### config.mk
export PLATFORM = sky130hd
export DESIGN_NAME = nbe_fifo
export DESIGN_NICKNAME = d
export VERILOG_FILES = /design/src/rtl/core/nbe_fifo.sv
export SDC_FILE = /design/constraint.sdc
export NUM_CORES = 1
export LEC_CHECK = 0
export BUFFER_PORTS_ARGS = -buffer_cell sky130_fd_sc_hd__buf_2
export CORE_UTILIZATION = 48
export DETAILED_ROUTE_END_ITERATION = 7
export GPL_ROUTABILITY_DRIVEN = 0
export PLACE_DENSITY = 0.76
export SYNTH_ARGS = -nofsm -noshare
export SYNTH_HDL_FRONTEND = slang
export SYNTH_SLANG_ARGS = --single-unit
### constraint.sdc
create_clock -name clock -period 2.08 [get_ports clock]
set_input_delay 0.312 -clock clock [delete_from_list [all_inputs] [get_ports clock]]
set_output_delay 0.312 -clock clock [all_outputs]
set_load 0.02 [all_outputs]
### src/rtl/core/nbe_fifo.sv
`timescale 1ns / 1ps

module nbe_fifo #(
   parameter int WIDTH = 8,
   parameter int DEPTH = 2
) (
   input  logic             clock,
   input  logic             reset,
   input  logic             push,
   input  logic [WIDTH-1:0] wdata,
   output logic             full,
   input  logic             pop,
   output logic [WIDTH-1:0] rdata,
   output logic             empty
);

   localparam int AW = (DEPTH > 1) ? $clog2(DEPTH) : 1;
   localparam int CW = $clog2(DEPTH + 1);

   logic [WIDTH-1:0] entry_ff [DEPTH];
   logic [AW-1:0]    wr_ptr_ff;
   logic [AW-1:0]    rd_ptr_ff;
   logic [CW-1:0]    count_ff;
   logic             push_ok;
   logic             pop_ok;

   assign full    = (count_ff == CW'(DEPTH));
   assign empty   = (count_ff == '0);
   assign push_ok = push && !full;
   assign pop_ok  = pop && !empty;
   assign rdata   = entry_ff[rd_ptr_ff];

   always_ff @(posedge clock) begin
      if (reset) begin
         wr_ptr_ff <= '0;
         rd_ptr_ff <= '0;
         count_ff  <= '0;
      end else begin
         if (push_ok) begin
            wr_ptr_ff <= (wr_ptr_ff == AW'(DEPTH - 1)) ? '0 : wr_ptr_ff + AW'(1);
         end
         if (pop_ok) begin
            rd_ptr_ff <= (rd_ptr_ff == AW'(DEPTH - 1)) ? '0 : rd_ptr_ff + AW'(1);
         end
         if (push_ok && !pop_ok) begin
            count_ff <= count_ff + CW'(1);
         end else if (pop_ok && !push_ok) begin
            count_ff <= count_ff - CW'(1);
         end
      end
   end

   always_ff @(posedge clock) begin
      if (push_ok) begin
         entry_ff[wr_ptr_ff] <= wdata;
      end
   end

endmodule

==> metrics.md, run 1 <==
| Metric | Value |
|---|---|
| Area occupied by multi-input gates | 200.2 sq um |
| Status | finished, final reports clean |
| Worst Setup Start Kind | flop |
| Syn Inst Count | 50 |
| # rows | 14 |
| CTS Buf Count | 3 |
| Final hold violations | 0 |
| Chip height | 42.65 microns |
| Cts repair resizes | 0 |
| Vias in the first global route | 423 |
| DR WL met3 | 38 microns |
| Die area | 1819 sq um |
| Max Slew Vio Count | 0 |
| Internal power | 0.0007748 W |
| Layout cell share with drive strength beyond 1 | 0.4459 |
| Pin count of the biggest net entering global routing | 12 |
| CP Capture Type | output pin |
| Root Driver | clkbuf_4 |
| Slowest cell on crit path | dfxtp_1 |
| Power share of the clock group | 0.157 |
| Die Span X | 42.65 microns |
| Starting Density | 0.5205 |
| Number of distinct standard cells referenced by the synthesized netlist | 13 |
| First-pass GRT wire length | 1752 microns |
| Net Sw Frac | 0.3283 |
| Period utilization | 0.8026 |
| Cts hold-fix bufs | 0 |
| FF+latch area | 580.6 sq um |
| Cell Count Post-Placement | 86 |
| Initial antenna violation count | 0 |
| Pwr/cell area | 1228 nW/um^2 |
| CP Data Required Time | 1.77 ns |
| Worst Clk Skew | 0.0007896 ns |
| Wire length per cell | 12.43 microns |
| WP data arrival | 1.36 ns |
| Worst path bufs/invs | 1 |
| TritonCTS clock tree | built |
| Filler Cells Inserted | 121 |
| Mapped cell area | 793.3 sq um |
| Syn Nets | 63 |
| ANT cells | 0 |
| Final wirelength | 1119 microns |
| Starting DRT DRC Count | 4 |
| # IOs | 22 |
| Layout net count | 88 |
| Setup TNS | 0 ns |
| DP HPWL | 853.6 microns |
| Syn-to-layout area delta | 18.45% |
| GRT Total Usage | 0.1421 |
| Fin crit period | 1.669 ns |
| CP top delay family | flip-flops |
| Sequential power share | 0.511 |
| Synth Area per Inst | 15.87 sq um |
| Post-DRT Antenna Nets | 0 |
| Drt first pass iters | 4 |
| Vias post-DR | 466 |
| Fmax | 599.0 MHz |
| Most frequent cells in the layout | 21 x buf_2, 16 x edfxtp_1, 8 x mux2_2, 5 x nor2_1, 5 x dfxtp_1 |
| Clock latency on the worst-skew pair | 0.28 ns |
| Via density | 5.178 |
| Core region area | 1524 sq um |
| Reg clk slew, reported paths | 0.10 ns |
| Top cell type's share of synthesized area | 0.6057 |
| Max FO, Critical Path | 8 |
| Wire length on met2 | 625 microns |
| Layout Cells excl Fill | 90 |
| Worst-path cell chain | mux2_2 -> buf_2 |
| Worst relative slew slack | 0.7405 |
| Grt ovf | 0 |
| Port Buf Inserts | 21 |
| Final setup vio count | 0 |
| Critical path class | flop to output pin |
| Synth top area cells | edfxtp_1 61%, dfxtp_1 13%, mux2_2 11%, xor2_1 3.3%, nor2_1 2.4% |
| Bufs on Longest Clock Path | 2 |
| Sink Count | 21 |
| Drc violations | 0 |
| Peak VDD IR | 0.6376 mV |
| Ys Warns | 0 |
| Seq/Total Area, Yosys | 0.7319 |
| Leak | 0.3780 nW |
| HP Class | input pin to flop |
| Max-Cap Viols | 0 |
| Slew @ Worst Pin | 0.3892 ns |
| Unrepaired setup endpoints after global routing | false |
| Post-CTS setup repair buffer count | 0 |
| Most common cell after layout, fill and taps aside | buf_2 |
| Dominant cell type by area after synthesis | edfxtp_1 |
| Metal-1 WL | 439 microns |
| Switching pwr | 0.0003786 W |
| Uppermost layer routed | met4 |
| Combinational power share | 0.332 |
| Synthesized flop and latch total | 21 |
| H-tree depth | 1 |
| Highest cell delay on the worst timing path | 0.54 ns |
==> synth_stat cells <==
cell	n
ha_1	1
buf_2	1
o21ai_0	3
nor2b_2	1
nor2_1	5
and2_1	1
edfxtp_1	16
inv_1	2
xor2_1	3
mux2_2	8
or3_1	2
dfxtp_1	5
a21oi_1	2
==> registers in the layout, indices dropped and copies added, names as in the netlist, named ones only <==
name and cells:
entry_ff 16, count_ff 2, rd_ptr_ff 1, wr_ptr_ff 1
==> per-stage QoR <==
stage | hold WS [ns] | setup WS (ns) | utilization | area, sq um | total power (W)
floorplan | 0.3811 | 0.4934 | - | 793.3 | 0.0008742
global placement | 0.4733 | 0.5922 | 0.5993 | 913.4 | 0.0009740
detailed placement | 0.4775 | 0.4900 | 0.5993 | 913.4 | 0.0009878
CTS | 0.1953 | 0.3716 | 0.6166 | 939.7 | 0.001169
global route | 0.1846 | 0.3216 | 0.6166 | 939.7 | 0.001224
finish | 0.2067 | 0.4106 | 0.6166 | 939.7 | 0.001153
==> power groups by stage <==
stage / Sequential, W / Clock, W / Combinational [W]
after floorplan: 0.000571 / 0 / 0.000303
after global placement: 0.000596 / 0 / 0.000378
after detailed placement: 0.000601 / 0 / 0.000386
after CTS: 0.000592 / 0.000188 / 0.000389
after global routing: 0.000599 / 0.000207 / 0.000419
final: 0.000590 / 0.000181 / 0.000383
==> path summary, 6_finish.rpt <==
| kind | cells after the start | from | endpoint | slack [ns] |
|---|---|---|---|---|
| max | 2 | flop | rdata[4] | 0.41 |
| min | 1 | wdata[4] | entry_ff[0][4] | 0.21 |
| max reg2reg | 4 | count_ff[0] | count_ff[1] | 0.45 |
| min reg2reg | 2 | wr_ptr_ff | wr_ptr_ff | 0.49 |
==> cell type report <==
class,count,area share
clock buffers,4,0.02796
inverters,2,0.007989
multi-input cells,26,0.2130
flip-flops and latches,21,0.6178
well taps,16,0.02130
repair buffers,21,0.1119
==> routing by layer <==
| metal | up-vias | track usage |
|---|---|---|
| met3 | 2 | 0.05106 |
| met4 | 0 | 0.07500 |
| met5 | - | 0 |
| met1 | 227 | 0.1312 |
| li1 | 227 | - |
| met2 | 10 | 0.2636 |
==> kinds of logic (layout without fill, tap and decap cells) <==
family	after synthesis	after routing	synth area share
AO/OA/AOI/OAI	5	5	0.03154
XOR/XNOR	3	3	0.03313
adder cells (fa/ha/maj)	1	1	0.01577
buffers and inverters	3	27	0.01577
flip-flops	21	21	0.7319
multiplexers	8	8	0.1136
AND/OR/NAND/NOR	9	9	0.05837
==> worst reg2reg max path, stage by stage, from the launching register on <==
cell and delay, ns:
dfxtp_1 0.37, o21ai_0 0.32, ha_1 0.32, or3_1 0.38
a21oi_1 0.17
No activity file was read; power rests on OpenSTA's default activity.
==> inputs of run 2 (changes only) <==
ABC_AREA = 1   (was unset)
CORE_UTILIZATION = 49   (was 48)
PLACE_DENSITY = 0.77   (was 0.76)
clock period = 1.7 ns   (was 2.08 ns; I/O delays follow)
==> run 2 against run 1 <==
Final area rose by 6.4%. Highest routed layer unchanged. Cell count rose by 17%. Via count rose by 12%. Sequential power rose by 23%. Register-to-register slack got worse by 0.19 ns. Die area rose by 2.2%. Largest cell class unchanged. Critical path depth did not move. Worst setup slack got worse by 0.23 ns. First-iteration DRC count fell by 25%. Clock skew rose by 0.0050 ns.
==> metrics.md, run 2 <==
| Metric | Value |
|---|---|
| Unrepaired setup endpoints after global routing | false |
| Die area | 1859 sq um |
| Starting DRT DRC Count | 3 |
| Mapped cell area | 828.3 sq um |
| Bufs on Longest Clock Path | 2 |
| Vias in the first global route | 499 |
| Initial antenna violation count | 0 |
| Async SR Flop Fraction | 0 |
| Hold Path Stages | 1 |
| CTS Buf Count | 3 |
| WHS Endpoint | entry_ff[0][7] |
| Highest cell delay on the worst timing path | 0.45 ns |
| Cts hold-fix bufs | 0 |
| First-pass GRT wire length | 1959 microns |
| CP Data Required Time | 1.44 ns |
| Max FO, Critical Path | 8 |
| Number of distinct standard cells referenced by the synthesized netlist | 16 |
| Biggest regs | entry_ff: 16 flops, count_ff: 2 flops |
| Period utilization | 0.8964 |
| Post-synth EDFFs | 16 |
| Slowest cell on crit path | dfxtp_2 |
| Seq/Total Area, Yosys | 0.7009 |
| Max-Cap Viols | 0 |
| Syn-to-layout area delta | 20.69% |
| Fmax | 656.2 MHz |
| Reg with most FFs | entry_ff |
| Worst-path cell chain | mux2_2 -> buf_2 |
| Core region area | 1541 sq um |
| Layout cell share with drive strength beyond 1 | 0.4719 |
| Drt first pass iters | 4 |
| Pwr/cell area | 1454 nW/um^2 |
| Drc violations | 0 |
| # IOs | 22 |
| Final setup vio count | 0 |
| GRT Total Usage | 0.1556 |
| Synth Area per Inst | 13.36 sq um |
| Hold_ws | 0.1299 ns |
| Worst path bufs/invs | 1 |
| Port Buf Inserts | 21 |
| TritonCTS clock tree | built |
| Pin count of the biggest net entering global routing | 13 |
| Top cell type's share of synthesized area | 0.5801 |
| WP data arrival | 1.27 ns |
| ANT cells | 0 |
| Peak VDD IR | 0.9968 mV |
| Synth top area cells | edfxtp_1 58%, dfxtp_1 12%, mux2_2 11%, nor2_1 4.1%, inv_1 3.2% |
| HP Start | wdata[7] |
| Final wirelength | 1156 microns |
| Worst relative slew slack | 0.8052 |
| DP HPWL | 871.7 microns |
| Critical R2R Launch | count_ff[1] |
| Worst Clk Skew | 0.005763 ns |
| Post-DRT Antenna Nets | 0 |
| Layout net count | 103 |
| Most frequent cell after synthesis | edfxtp_1 |
| Via density | 4.990 |
| R2R Setup Slk | 0.26 ns |
| Worst Setup Start Kind | flop |
| Top_reg_cell synth | edfxtp_1 |
| Wire length per cell | 11.01 microns |
| # rows | 14 |
| Root Driver | clkbuf_4 |
| Die Span X | 43.12 microns |
| Critical path class | flop to output pin |
| Final hold violations | 0 |
| Clock latency on the worst-skew pair | 0.30 ns |
| CP top delay family | flip-flops |
| Reg clk slew, reported paths | 0.11 ns |
| CP Capture Type | output pin |
| Leak | 0.4242 nW |
| Most frequent cells in the layout | 21 x buf_2, 16 x edfxtp_1, 9 x nor2_1, 8 x mux2_2, 7 x inv_1 |
| Most common cell after layout, fill and taps aside | buf_2 |
| Synthesized flop and latch total | 21 |
| Sink Count | 21 |
| Setup TNS | 0 ns |
| Top post-synthesis cells by count | 16 x edfxtp_1, 9 x nor2_1, 8 x mux2_2 |
| Ys Warns | 0 |
| Max reg flops | 16 |
| Chip height | 43.12 microns |
| Slew @ Worst Pin | 0.2918 ns |
| Syn Inst Count | 62 |
| Vias post-DR | 524 |
| Starting Density | 0.5373 |
| Dominant cell type by area after synthesis | edfxtp_1 |
| HP Class | input pin to flop |
| Max Slew Vio Count | 0 |
| Grt ovf | 0 |
| H-tree depth | 1 |
| Fin crit period | 1.524 ns |
| Syn Nets | 75 |
| Worst r2r path cells | 9 |
| R2R Path End | count_ff[1] |
| Status | finished, final reports clean |
## run 2: cell count changes after synthesis, sizes merged, moves of 2 or more
cell   before  now
or3         2    0
nand2       0    4
inv         2    9
nor2        5    9
o21ai       3    5
xor2        3    0
## run 2: cell type report
| class | count | area, sq um |
|---|---|---|
| clock buffer | 3 | 22.52 |
| clock inverter | 1 | 5.005 |
| fill | 124 | 541.8 |
| inverter | 9 | 33.78 |
| multi-input combinational | 31 | 209.0 |
| sequential | 21 | 581.8 |
| tap | 16 | 20.02 |
| timing repair buffer | 24 | 127.6 |
## run 2: timing repair
| action | 4_1_cts | 5_1_grt |
|---|---|---|
| endpoints found under the setup margin | 0 | 8 |
| resized for setup | 0 | 1 |
| setup buffers | 0 | 0 |
## run 2: worst max path at each step
stage / end / slack [ns] / cells after the start
2_1_floorplan: entry_ff[1][0] / 0.38 / 2
3_3_place_gp: count_ff[1] / 0.36 / 9
3_5_place_dp: count_ff[1] / 0.26 / 9
4_1_cts: rdata[6] / 0.03 / 2
5_1_grt: rdata[3] / 0.10 / 2
6_report: rdata[6] / 0.18 / 2
## run 2: stage by stage
step	util	power, W	cells	cell area (sq um)	worst slack [ns]
after CTS	0.6477	0.001472	105	998.5	0.02766
after detailed placement	0.6299	0.001242	101	970.9	0.2583
after floorplan	-	0.001087	62	828.3	0.3788
after global placement	0.6299	0.001223	101	970.9	0.3620
final	0.6485	0.001454	105	999.7	0.1760
after global routing	0.6485	0.001554	105	999.7	0.1019
## run 2: cell families (layout without fill, tap and decap cells)
logic type | after synthesis | in the layout | share of synthesized area
DFF | 21 | 21 | 0.7009
and+or+nand+nor | 16 | 16 | 0.08307
buffers and inverters | 10 | 37 | 0.04683
muxes | 8 | 8 | 0.1088
AOI/OAI and AO/OA | 6 | 6 | 0.04531
adders and majority gates | 1 | 1 | 0.01510
## run 2: routing by layer
metal / wire, microns / GRT usage / vias up
met2: 578 / 0.2448 / 14
met3: 61 / 0.06809 / 4
met4: 42 / 0.1273 / 0
li1: - / - / 266
met1: 473 / 0.1558 / 240
met5: 0 / 0 / -
## run 2: power breakdown
| group | total, W | leakage [nW] | internal [W] | switching [W] |
|---|---|---|---|---|
| combinational | 0.000498 | 0.215 | 0.000214 | 0.000284 |
| sequential | 0.000726 | 0.191 | 0.000656 | 0.0000695 |
| clock | 0.000230 | 0.0177 | 0.0000879 | 0.000142 |
