===== src/rtl/core/nbe_pkg.sv =====
`timescale 1ns / 1ps

package nbe_pkg;

   // Envelope is unsigned Q1.16; full level is 1.0.
   localparam logic [16:0] ENV_ONE   = 17'd65536;
   localparam logic [16:0] ENV_FLOOR = 17'd66;

   localparam logic [6:0] DRAW_MAX = 7'd99;
   localparam logic [6:0] DRAW_MID = 7'd50;

   // Reciprocals for division by constants, exact over the operand ranges used.
   // x / 100 for x below 2^22, x / 255 for x below 2^15, x / 10 for x below 2^11.
   localparam logic [22:0] RECIP_100       = 23'd5368710;
   localparam int          RECIP_100_SHIFT = 29;
   localparam logic [15:0] RECIP_255       = 16'd32897;
   localparam int          RECIP_255_SHIFT = 23;
   localparam logic [10:0] RECIP_10        = 11'd1639;
   localparam int          RECIP_10_SHIFT  = 14;

   typedef enum logic [1:0] {
      CSR_SURFACE     = 2'd0,
      CSR_VOLUME      = 2'd1,
      CSR_MOD_DEPTH   = 2'd2,
      CSR_ECHO_ENABLE = 2'd3
   } csr_index_type;

   typedef enum logic [2:0] {
      SURF_STONE = 3'd0,
      SURF_WATER = 3'd1,
      SURF_METAL = 3'd2,
      SURF_WOOD  = 3'd3,
      SURF_DIRT  = 3'd4
   } surface_type;

   typedef struct packed {
      logic [2:0]  surface;
      logic [7:0]  volume;
      logic [15:0] mod_depth;
      logic        echo_enable;
   } cfg_type;

   // One classified item handed from the front to the back.
   typedef struct packed {
      logic        trigger;
      logic [7:0]  noise;
      logic [16:0] mult;
   } job_type;

   localparam int JOB_W = $bits(job_type);

   // Decay rate per surface, Q0.16. Unused codes fall back to the wood rate.
   function automatic logic [10:0] surface_decay(input logic [2:0] code);
      logic [10:0] rate;
      unique case (surface_type'(code))
         SURF_STONE: rate = 11'd983;
         SURF_WATER: rate = 11'd328;
         SURF_METAL: rate = 11'd1966;
         SURF_WOOD:  rate = 11'd1311;
         SURF_DIRT:  rate = 11'd655;
         default:    rate = 11'd1311;
      endcase
      return rate;
   endfunction

endpackage


===== src/rtl/core/nbe_front.sv =====
`timescale 1ns / 1ps

module nbe_front
   import nbe_pkg::*;
(
   input  logic        clock,
   input  logic        reset,
   input  cfg_type     cfg,
   input  logic        accept,
   input  logic        trigger,
   input  logic [7:0]  noise,
   input  logic [6:0]  pitch_draw,
   output logic        busy,
   output logic        job_push,
   output job_type     job,
   input  logic        job_full
);

   typedef enum logic [2:0] {
      ST_IDLE,
      ST_PROD,
      ST_DIV,
      ST_MOD,
      ST_PUSH
   } state_type;

   state_type   state_ff;
   logic        trigger_ff;
   logic [7:0]  noise_ff;
   logic [5:0]  dmag_ff;
   logic        dneg_ff;
   logic [21:0] prodv_ff;
   logic [14:0] quot_ff;
   logic [27:0] dprod_ff;

   logic [6:0]  draw_sat;
   logic [44:0] quot_wide;
   logic [16:0] pmod;

   // Draws above the meaningful range saturate at the top value.
   assign draw_sat  = (pitch_draw > DRAW_MAX) ? DRAW_MAX : pitch_draw;
   assign quot_wide = 45'(prodv_ff) * 45'(RECIP_100);
   assign pmod      = dneg_ff ? (ENV_ONE - 17'(quot_ff)) : (ENV_ONE + 17'(quot_ff));

   assign busy     = (state_ff != ST_IDLE);
   assign job_push = (state_ff == ST_PUSH) && !job_full;
   assign job.trigger = trigger_ff;
   assign job.noise   = noise_ff;
   assign job.mult    = ENV_ONE - 17'(dprod_ff[27:16]);

   always_ff @(posedge clock) begin
      if (reset) begin
         state_ff <= ST_IDLE;
      end else begin
         unique case (state_ff)
            ST_IDLE: begin
               if (accept) begin
                  trigger_ff <= trigger;
                  noise_ff   <= noise;
                  dneg_ff    <= (draw_sat < DRAW_MID);
                  dmag_ff    <= (draw_sat < DRAW_MID) ? 6'(DRAW_MID - draw_sat)
                                                      : 6'(draw_sat - DRAW_MID);
                  state_ff   <= ST_PROD;
               end
            end
            ST_PROD: begin
               prodv_ff <= 22'(cfg.mod_depth) * 22'(dmag_ff);
               state_ff <= ST_DIV;
            end
            ST_DIV: begin
               // Magnitude divided by 100, truncating toward zero.
               quot_ff  <= quot_wide[RECIP_100_SHIFT +: 15];
               state_ff <= ST_MOD;
            end
            ST_MOD: begin
               dprod_ff <= 28'(surface_decay(cfg.surface)) * 28'(pmod);
               state_ff <= ST_PUSH;
            end
            ST_PUSH: begin
               if (!job_full) begin
                  state_ff <= ST_IDLE;
               end
            end
            default: state_ff <= ST_IDLE;
         endcase
      end
   end

endmodule


===== config.mk =====
export PLATFORM = sky130hd
export DESIGN_NAME = nbe_front
export DESIGN_NICKNAME = d
export VERILOG_FILES = /design/src/rtl/core/nbe_pkg.sv /design/src/rtl/core/nbe_front.sv
export SDC_FILE = /design/constraint.sdc
export NUM_CORES = 1
export LEC_CHECK = 0
export ABC_AREA = 1
export BUFFER_PORTS_ARGS = -buffer_cell sky130_fd_sc_hd__buf_2
export CAP_MARGIN = 5
export CORE_UTILIZATION = 35
export DETAILED_ROUTE_END_ITERATION = 10
export GPL_TIMING_DRIVEN = 0
export PLACE_DENSITY = 0.59
export SLEW_MARGIN = 30
export SYNTH_ARGS = -nofsm -noshare
export SYNTH_HDL_FRONTEND = slang
export SYNTH_SLANG_ARGS = --single-unit
export TNS_END_PERCENT = 20

===== constraint.sdc =====
create_clock -name clock -period 7.2 [get_ports clock]
set_clock_uncertainty 0.05 [all_clocks]
set_input_delay 0 -clock clock [delete_from_list [all_inputs] [get_ports clock]]
set_output_delay 0 -clock clock [all_outputs]
set_load 0.01 [all_outputs]

==> flow_summary_export.csv, run 1 <==
group,metric,value,unit
outcome,status,"finished, final reports clean",
global_route,grt_antenna_before_repair,0,
clock_tree,cts_setup_buffers,0,
setup_path,critPathRequiredTime,7280,ps
timing,maxSlewViolCount,0,
floorplanning,start_util,35.57,%
placement,dp_slack,463.9,ps
clock_tree,cts-resized-gates,0,
run,cap_viol_max_count,0,
drt,drt_wl_total,50770,um
floorplanning,die_x,247.6,um
timing,finalSetupTns,0,ps
global_route,grt_max_degree,23,
drt,drt_iter0_markers,739,
synth,synth_ff_type,"edfxtp_1",
synth,syn-num-nets,3273,
clock_tree,insertion_delay,370,ps
setup_path,setup.worst_path.start,"quot_ff[0]",
global_route,track_usage,17.43,%
setup_path,endpoint_kind,"flop",
setup_path,ff2ff_path_depth,25,
min_path,hold_start,"pitch_draw[5]",
final_layout,final_cell_mix,"687 x inv_1, 444 x nand2_1, 367 x fa_1, 332 x ha_1, 186 x nor2_1",
setup_path,critPathLaunchType,"flop",
timing,worst_pin_slew,818.6,ps
setup_path,timing.rr.start,"quot_ff[0]",
clock_tree,cts_root_buf,"clkbuf_16",
final_layout,antenna_cells,0,
drt,drtPass1Iterations,8,
global_route,grt_pass1_wl,83510,um
min_path,min_to,"dmag_ff[5]",
timing,slew_headroom,45.37,%
setup_path,crit_type,"flop to flop",
setup_path,crit_fanout,7,
drt,final_antenna_net_count,0,
timing,rsz0062_at_grt,"false",
synth,yosysWarnings,0,
clock_tree,h-tree-depth,3,
setup_path,rrSetupSlack,310,ps
synth,synth_top_area_cell,"fa_1",
placement,portBuffers,66,
drt,highest_layer,"met4",
timing,final.setup.worst_slack,307.4,ps
timing,layout_min_cycle_time,6893,ps
synth,yosysSeqAreaShare,9.529,%
timing,fmax,145.1,MHz
synth,synthCells,2526,
floorplanning,io_pins,76,
floorplanning,rows,89,
synth,synth_cell_type_count,45,
setup_path,r2r-end,"dprod_ff[23]",
drt,drc,0,
timing,fin_crit_sh,95.73,%
placement,dpl.hpwl,45880,um
synth,synth_edf_count,65,
clock_tree,clk_path_buf_depth,2,
placement,globalplace.congestion,0.9219,
synth,synthDominantCellAreaShare,34.80,%
final_layout,drive_gt1_share,5.331,%
clock_tree,clkTransAtPathRegs,60,ps
final_layout,num-nets-final,3368,
clock_tree,cts.sinks,68,
clock_tree,cts_buffers,9,
floorplanning,die_h,247.6,um
floorplanning,fp.coreArea,0.05935,mm2
drt,wl_met3,1612,um
floorplanning,dieArea,0.06131,mm2
synth,synth-seq-cells,68,
setup_path,cp_data_arrival_time,6970,ps
drt,via_count,15870,
global_route,grt-ovfl-total,0,
synth,yosys-top-cells-area,"fa_1 35%, ha_1 20%, inv_1 12%",
global_route,first_global_vias,16140,
timing,hold_viol_final,0,
final_layout,layout-area-overhead-vs-synth,8.468,%
final_layout,final_common_cell,"inv_1",
timing,final-setup-viol-count,0,
clock_tree,tritoncts,"yes",
drt,met2WireLength,24930,um
drt,wl_met1,23540,um
min_path,hold_class,"primary input to flop",
drt,routed_via_density,4.668,
synth,synthArstFlopShare,0,%
synth,avgSynthCellArea,8.359,um2
min_path,hold-path-cell-count,4,
synth,synth_area,0.02111,mm2
drt,wl_per_cell,14.94,um
[Yosys cell counts, types with 3 or more instances]
library cell	number
fa_1	367
dfxtp_1	3
o21ai_1	3
nor3_2	3
a21o_1	10
nor3_1	21
ha_1	332
buf_4	4
a31oi_1	6
nand4_1	12
a211oi_1	4
o21bai_1	13
nand2_1	444
a21oi_2	3
nand2_2	5
or2_2	6
inv_1	687
o21ai_0	67
nand3_1	54
a21boi_0	4
xor2_1	42
a21oi_1	101
inv_2	12
xnor2_1	12
nor2_2	6
nor2_1	189
o31ai_1	4
clkbuf_1	17
nor4_1	8
edfxtp_1	65
[cells by family (layout without fill, tap and decap cells)]
| kind of cell | after synthesis | in the layout | synth area share [%] |
|---|---|---|---|
| adder cells (fa/ha/maj) | 699 | 699 | 54.47 |
| AO/OA/AOI/OAI | 221 | 221 | 5.831 |
| XOR/XNOR | 56 | 56 | 2.447 |
| buffers and inverters | 723 | 823 | 12.97 |
| flip-flops | 68 | 68 | 9.529 |
| AND/OR/NAND/NOR | 759 | 759 | 14.75 |
[stage by stage]
step | hold slack (ps) | util, % | instance area, um2 | instances
finish | 34.92 | 38.59 | 22900 | 3399
global route | 37.83 | 38.59 | 22900 | 3399
CTS | 16.82 | 38.59 | 22900 | 3399
detailed placement | 128.3 | 37.82 | 22450 | 3367
global placement | 126.3 | 37.76 | 22410 | 3365
floorplan | -3.386 | - | 21110 | 2526
[worst max path at each step]
stage              endpoint  slack (ps)  cells past startpoint
2_1_floorplan  dprod_ff[23]        1460                     28
3_3_place_gp   dprod_ff[23]         430                     25
3_5_place_dp   dprod_ff[23]         460                     25
4_1_cts        dprod_ff[23]         440                     25
5_1_grt        dprod_ff[23]          60                     25
6_report       dprod_ff[23]         310                     25
[repair_timing]
item / in CTS / in global routing
endpoints found under the setup margin: 0 / 0
hold buffers: 16 / 0
endpoints found under the hold margin: 17 / 0
[per-layer routing]
| metal | track usage [%] | vias up |
|---|---|---|
| li1 | - | 7855 |
| met3 | 1.590 | 37 |
| met5 | 0 | - |
| met4 | 3.428 | 0 |
| met2 | 30.57 | 291 |
| met1 | 23.33 | 7682 |
[area by class of cell]
type,count,area (um2)
sequential,68,2012
inverter,699,2624
fill,6164,36450
clock buffer,10,229.0
tap,773,967.2
timing repair buffer,84,509.2
multi-input combinational,1735,16380
clock inverter,6,65.06
buffer,24,115.1
[worst max-delay path, cell delays in order, from the launching register on]
cell and delay (ps):
edfxtp_1 530, inv_2 240, ha_1 210, inv_1 60, nor3_2 190, a21oi_1 120
xor2_1 620, inv_1 190, nor2_1 230, inv_1 80, fa_1 480, inv_1 60
fa_1 540, fa_1 440, fa_1 490, inv_1 50, fa_1 480, inv_1 40
ha_1 320, nand4_1 190, nor3_1 250, nand2_1 200, a21oi_1 330, a211oi_1 110
nand3_1 100, nand2_1 50
[registers in the layout (all words and copies together), names as in the netlist]
name and cells:
dneg_ff 1, quot_ff 15, state_ff 3, dmag_ff 6
noise_ff 8, trigger_ff 1, prodv_ff 22, dprod_ff 12
Power of run 1 is left out: the tool's default activity adds up to more than one toggle a clock period on the data nets, which glitch-free logic cannot reach.
==> run 2, diff against run 1 <==
--- a/config.mk
+++ b/config.mk
@@ -8,11 +8,11 @@
 export ABC_AREA = 1
 export BUFFER_PORTS_ARGS = -buffer_cell sky130_fd_sc_hd__buf_2
 export CAP_MARGIN = 5
+export CORE_ASPECT_RATIO = 0.6
 export CORE_UTILIZATION = 35
 export DETAILED_ROUTE_END_ITERATION = 10
 export GPL_TIMING_DRIVEN = 0
 export PLACE_DENSITY = 0.59
-export SLEW_MARGIN = 30
 export SYNTH_ARGS = -nofsm -noshare
 export SYNTH_HDL_FRONTEND = slang
 export SYNTH_SLANG_ARGS = --single-unit
==> run 2 against run 1 <==
- design area is essentially flat
- fmax rose by 1.6%
- global-route usage up 1.8 points
==> flow_summary_export.csv, run 2 (synthesized netlist as in run 1, its figures left out) <==
group,metric,value,unit
outcome,status,"finished, final reports clean",
global_route,grt_antenna_before_repair,0,
final_layout,reg.largest.list,"prodv_ff (22), quot_ff (15), dprod_ff (12)",
setup_path,crit_fanout,7,
final_layout,fill_cells,6175,
min_path,hold_start,"pitch_draw[1]",
clock_tree,clk_path_buf_depth,2,
floorplanning,dieArea,0.06134,mm2
final_layout,final_cell_count_no_fill,3408,
global_route,grt_max_degree,21,
clock_tree,h-tree-depth,3,
setup_path,cp_data_arrival_time,6860,ps
setup_path,critPathRequiredTime,7280,ps
placement,dpl.hpwl,49940,um
setup_path,critPathLaunchType,"flop",
min_path,hold-path-cell-count,4,
drt,via_count,16130,
final_layout,final_cell_mix,"686 x inv_1, 443 x nand2_1, 367 x fa_1, 332 x ha_1, 187 x nor2_1",
clock_tree,tritoncts,"yes",
drt,routed_via_density,4.734,
floorplanning,fp.coreArea,0.05940,mm2
timing,maxSlewViolCount,0,
setup_path,rrSetupSlack,420,ps
final_layout,final_common_cell,"inv_1",
final_layout,antenna_cells,0,
final_layout,layout-area-overhead-vs-synth,8.521,%
timing,worst_pin_slew,955.5,ps
setup_path,critical-path-slowest-cell,"fa_1",
final_layout,fin_area,0.02291,mm2
timing,rsz0062_at_grt,"false",
setup_path,setup.worst_path.start,"quot_ff[0]",
min_path,hold_class,"primary input to flop",
final_layout,num-nets-final,3369,
placement,portBuffers,66,
final_layout,fin_util,38.58,%
run,cap_viol_max_count,0,
clock_tree,insertion_delay,370,ps
timing,fmax,147.4,MHz
clock_tree,cts_root_buf,"clkbuf_16",
placement,postPlaceCellArea,0.02247,mm2
floorplanning,io_pins,76,
timing,slew_headroom,36.06,%
placement,globalplace.congestion,0.9714,
setup_path,crit_type,"flop to flop",
timing,finalSetupTns,0,ps
drt,drt_wl_total,55690,um
timing,layout_min_cycle_time,6784,ps
timing,fin_crit_sh,94.22,%
floorplanning,die_x,319.1,um
global_route,grt-ovfl-total,0,
floorplanning,die_h,192.3,um
min_path,min_to,"dmag_ff[1]",
clock_tree,clkTransAtPathRegs,70,ps
timing,hold_viol_final,0,
final_layout,drive_gt1_share,5.482,%
setup_path,critPathMaxStageDelay,550,ps
setup_path,ff2ff_path_depth,28,
clock_tree,cts_setup_buffers,0,
drt,drtPass1Iterations,5,
final_layout,multiInputGateArea,0.01639,mm2
global_route,track_usage,19.21,%
floorplanning,rows,69,
drt,wl_per_cell,16.34,um
final_layout,largest_reg_flops,22,
global_route,grt_pass1_wl,90520,um
final_layout,largest_register,"prodv_ff",
drt,drt_iter0_markers,1328,
timing,final-setup-viol-count,0,
clock_tree,cts.sinks,68,
floorplanning,start_util,35.55,%
final_layout,ff_latch_area,0.002012,mm2
setup_path,timing.rr.start,"quot_ff[0]",
setup_path,endpoint_kind,"flop",
drt,final_antenna_net_count,0,
clock_tree,cts_buffers,9,
drt,drc,0,
global_route,first_global_vias,16350,
placement,dp.cells,3376,
setup_path,r2r-end,"dprod_ff[24]",
-- run 2: final cells by class --
type                    count  share of cell area, %
plain buffers              24                 0.5024
clock buffers               9                 0.9829
clock inverters             7                 0.1857
inverters                 699                  11.45
multi-input cells        1735                  71.51
flip-flops and latches     68                  8.781
well taps                 781                  4.265
repair buffers             85                  2.321
-- run 2: critical path: cells and delay by family, from the launching register on --
family	cells	cell delay, ps
fa+ha+maj	7	2900
simple gates	9	1170
compound gates	4	940
buf+inv	7	690
flops	1	470
xor+xnor	1	330
-- run 2: routing by layer --
| layer | track usage, % | up-vias | share of wire [%] |
|---|---|---|---|
| met4 | 2.219 | 0 | 0.48 |
| met3 | 5.961 | 17 | 11 |
| met2 | 23.53 | 584 | 33 |
| met5 | 0 | - | 0 |
| met1 | 31.94 | 7668 | 55 |
| li1 | - | 7863 | - |
-- run 2: repair_timing --
action | CTS | global route
hold buffers | 16 | 0
gates resized for setup | 0 | 5
endpoints found under the hold margin | 16 | 0
endpoints found under the setup margin | 0 | 3
-- run 2: worst max-delay path by stage --
stage	end	slack [ps]	cells past startpoint
6_report	dprod_ff[24]	420	28
5_1_grt	dprod_ff[27]	10	28
4_1_cts	dprod_ff[24]	460	28
3_5_place_dp	dprod_ff[24]	490	28
3_3_place_gp	dprod_ff[24]	480	28
2_1_floorplan	dprod_ff[23]	1460	28
-- run 2: through the flow --
stage / hold slack (ps) / worst slack (ps)
final: 47.40 / 416.2
after global routing: 91.03 / 10.96
after CTS: 31.27 / 460.9
after detailed placement: 128.3 / 493.1
after global placement: 126.7 / 484.0
after floorplan: -3.386 / 1462
Power of run 2 is left out for the same reason.
==> run 3, diff against run 2 <==
--- a/config.mk
+++ b/config.mk
@@ -6,7 +6,7 @@
 export NUM_CORES = 1
 export LEC_CHECK = 0
 export ABC_AREA = 1
-export BUFFER_PORTS_ARGS = -buffer_cell sky130_fd_sc_hd__buf_2
+export BUFFER_PORTS_ARGS = -buffer_cell sky130_fd_sc_hd__buf_4
 export CAP_MARGIN = 5
 export CORE_ASPECT_RATIO = 0.6
 export CORE_UTILIZATION = 35
==> run 3 against run 2 <==
- worst hold slack worse by 28 ps
- utilization up 0.32 points
- first-iteration DRC count decreased by 0.45%
- wire length down 0.46%
- global-route usage fell by 0.080 points
- via count up 0.17%
- design area increased by 0.82%
- clock-buffer cell count increased by 1
- critical endpoint unchanged
==> flow_summary_export.csv, run 3 (synthesized netlist as in run 1, its figures left out) <==
group,metric,value,unit
timing,fmax,147.5,MHz
final_layout,largest_register,"prodv_ff",
final_layout,fin_util,38.89,%
final_layout,largest_reg_flops,22,
drt,drt_iter0_markers,1322,
global_route,grt_max_degree,21,
final_layout,num-nets-final,3369,
global_route,grt-ovfl-total,0,
final_layout,final_common_cell,"inv_1",
floorplanning,rows,69,
floorplanning,io_pins,76,
clock_tree,clk_path_buf_depth,2,
floorplanning,start_util,35.55,%
timing,fin_crit_sh,94.16,%
drt,routed_via_density,4.741,
final_layout,drive_gt1_share,5.443,%
final_layout,antenna_cells,0,
setup_path,critPathLaunchType,"flop",
setup_path,critPathMaxStageDelay,510,ps
global_route,grt_pass1_wl,90050,um
timing,slew_headroom,34.52,%
clock_tree,clkTransAtPathRegs,70,ps
timing,final-setup-viol-count,0,
drt,drc,0,
setup_path,crit_fanout,7,
drt,drtPass1Iterations,6,
floorplanning,fp.coreArea,0.05940,mm2
run,cap_viol_max_count,0,
outcome,status,"finished, final reports clean",
final_layout,layout-area-overhead-vs-synth,9.410,%
setup_path,endpoint_kind,"flop",
setup_path,ff2ff_path_depth,28,
timing,hold_viol_final,0,
clock_tree,insertion_delay,370,ps
setup_path,critPathRequiredTime,7270,ps
global_route,first_global_vias,16350,
drt,final_antenna_net_count,0,
min_path,min_to,"dmag_ff[5]",
setup_path,r2r-end,"dprod_ff[24]",
setup_path,crit_type,"flop to flop",
drt,wl_per_cell,16.27,um
floorplanning,dieArea,0.06134,mm2
placement,dp.cells,3376,
placement,postPlaceCellArea,0.02264,mm2
timing,worst_pin_slew,978.6,ps
final_layout,reg.largest.list,"prodv_ff (22), quot_ff (15), dprod_ff (12)",
min_path,hold-path-cell-count,4,
drt,drt_wl_total,55440,um
clock_tree,cts.sinks,68,
final_layout,final_cell_mix,"686 x inv_1, 444 x nand2_1, 367 x fa_1, 332 x ha_1, 187 x nor2_1",
global_route,track_usage,19.13,%
clock_tree,cts_root_buf,"clkbuf_16",
floorplanning,die_x,319.1,um
min_path,hold_class,"primary input to flop",
placement,globalplace.congestion,0.9459,
setup_path,timing.rr.start,"quot_ff[0]",
final_layout,multiInputGateArea,0.01638,mm2
final_layout,ff_latch_area,0.002012,mm2
clock_tree,h-tree-depth,3,
min_path,hold_start,"pitch_draw[5]",
final_layout,final_cell_count_no_fill,3408,
clock_tree,cts_buffers,9,
placement,portBuffers,66,
setup_path,cp_data_arrival_time,6850,ps
clock_tree,tritoncts,"yes",
setup_path,rrSetupSlack,420,ps
final_layout,fin_area,0.02310,mm2
drt,via_count,16160,
timing,layout_min_cycle_time,6780,ps
timing,maxSlewViolCount,0,
timing,finalSetupTns,0,ps
floorplanning,die_h,192.3,um
timing,rsz0062_at_grt,"false",
setup_path,critical-path-slowest-cell,"fa_1",
placement,dpl.hpwl,49660,um
final_layout,fill_cells,6138,
global_route,grt_antenna_before_repair,0,
==> run 3: changes by cell type in the layout (fill, tap and decap cells not counted), sizes merged <==
cell | previous run | this run
clkbuf | 26 | 27
clkinv | 4 | 2
bufinv | 0 | 1
==> run 3: layout make-up <==
class	count	area share (%)
inverters	699	11.36
multi-input cells	1735	70.92
repair buffers	85	3.017
plain buffers	24	0.4983
flip-flops and latches	68	8.709
clock inverters	6	0.2762
clock buffers	10	0.9912
well taps	781	4.230
==> run 3: worst max-delay path by stage <==
stage	start	to	slack, ps	cells after the start
floorplan	quot_ff[0]	dprod_ff[23]	1460	28
global placement	quot_ff[0]	dprod_ff[24]	520	27
detailed placement	quot_ff[0]	dprod_ff[24]	530	27
CTS	quot_ff[0]	dprod_ff[24]	490	27
global route	quot_ff[0]	dprod_ff[27]	40	28
finish	quot_ff[0]	dprod_ff[24]	420	28
==> run 3: per-layer routing <==
metal,part of all wire (%),vias up,global-route usage [%]
li1,-,7863,-
met1,55,7683,31.66
met2,33,597,23.20
met3,12,16,6.548
met4,0.43,0,2.053
met5,0,-,0
==> run 3: stage by stage <==
step	setup WS (ps)	hold WS (ps)
finish	420.4	19.55
global route	38.63	45.92
CTS	488.5	10.53
detailed placement	534.8	129.2
global placement	518.4	128.3
floorplan	1462	-3.386
==> run 3: worst max-delay path: cells and delay by family (launching register included) <==
family / cells / cell delay [ps]
and+or+nand+nor: 9 / 1240
buffers and inverters: 7 / 680
DFF: 1 / 460
adders and majority gates: 7 / 2800
xor gates and xnor gates: 1 / 350
AOI/OAI and AO/OA: 4 / 950
==> run 3: timing repair <==
item	in CTS	in global routing
gates resized for setup	0	4
setup buffers	0	0
setup endpoints to repair	0	2
hold buffers	16	0
hold endpoints to repair	22	0
Power of run 3 is left out for the same reason.
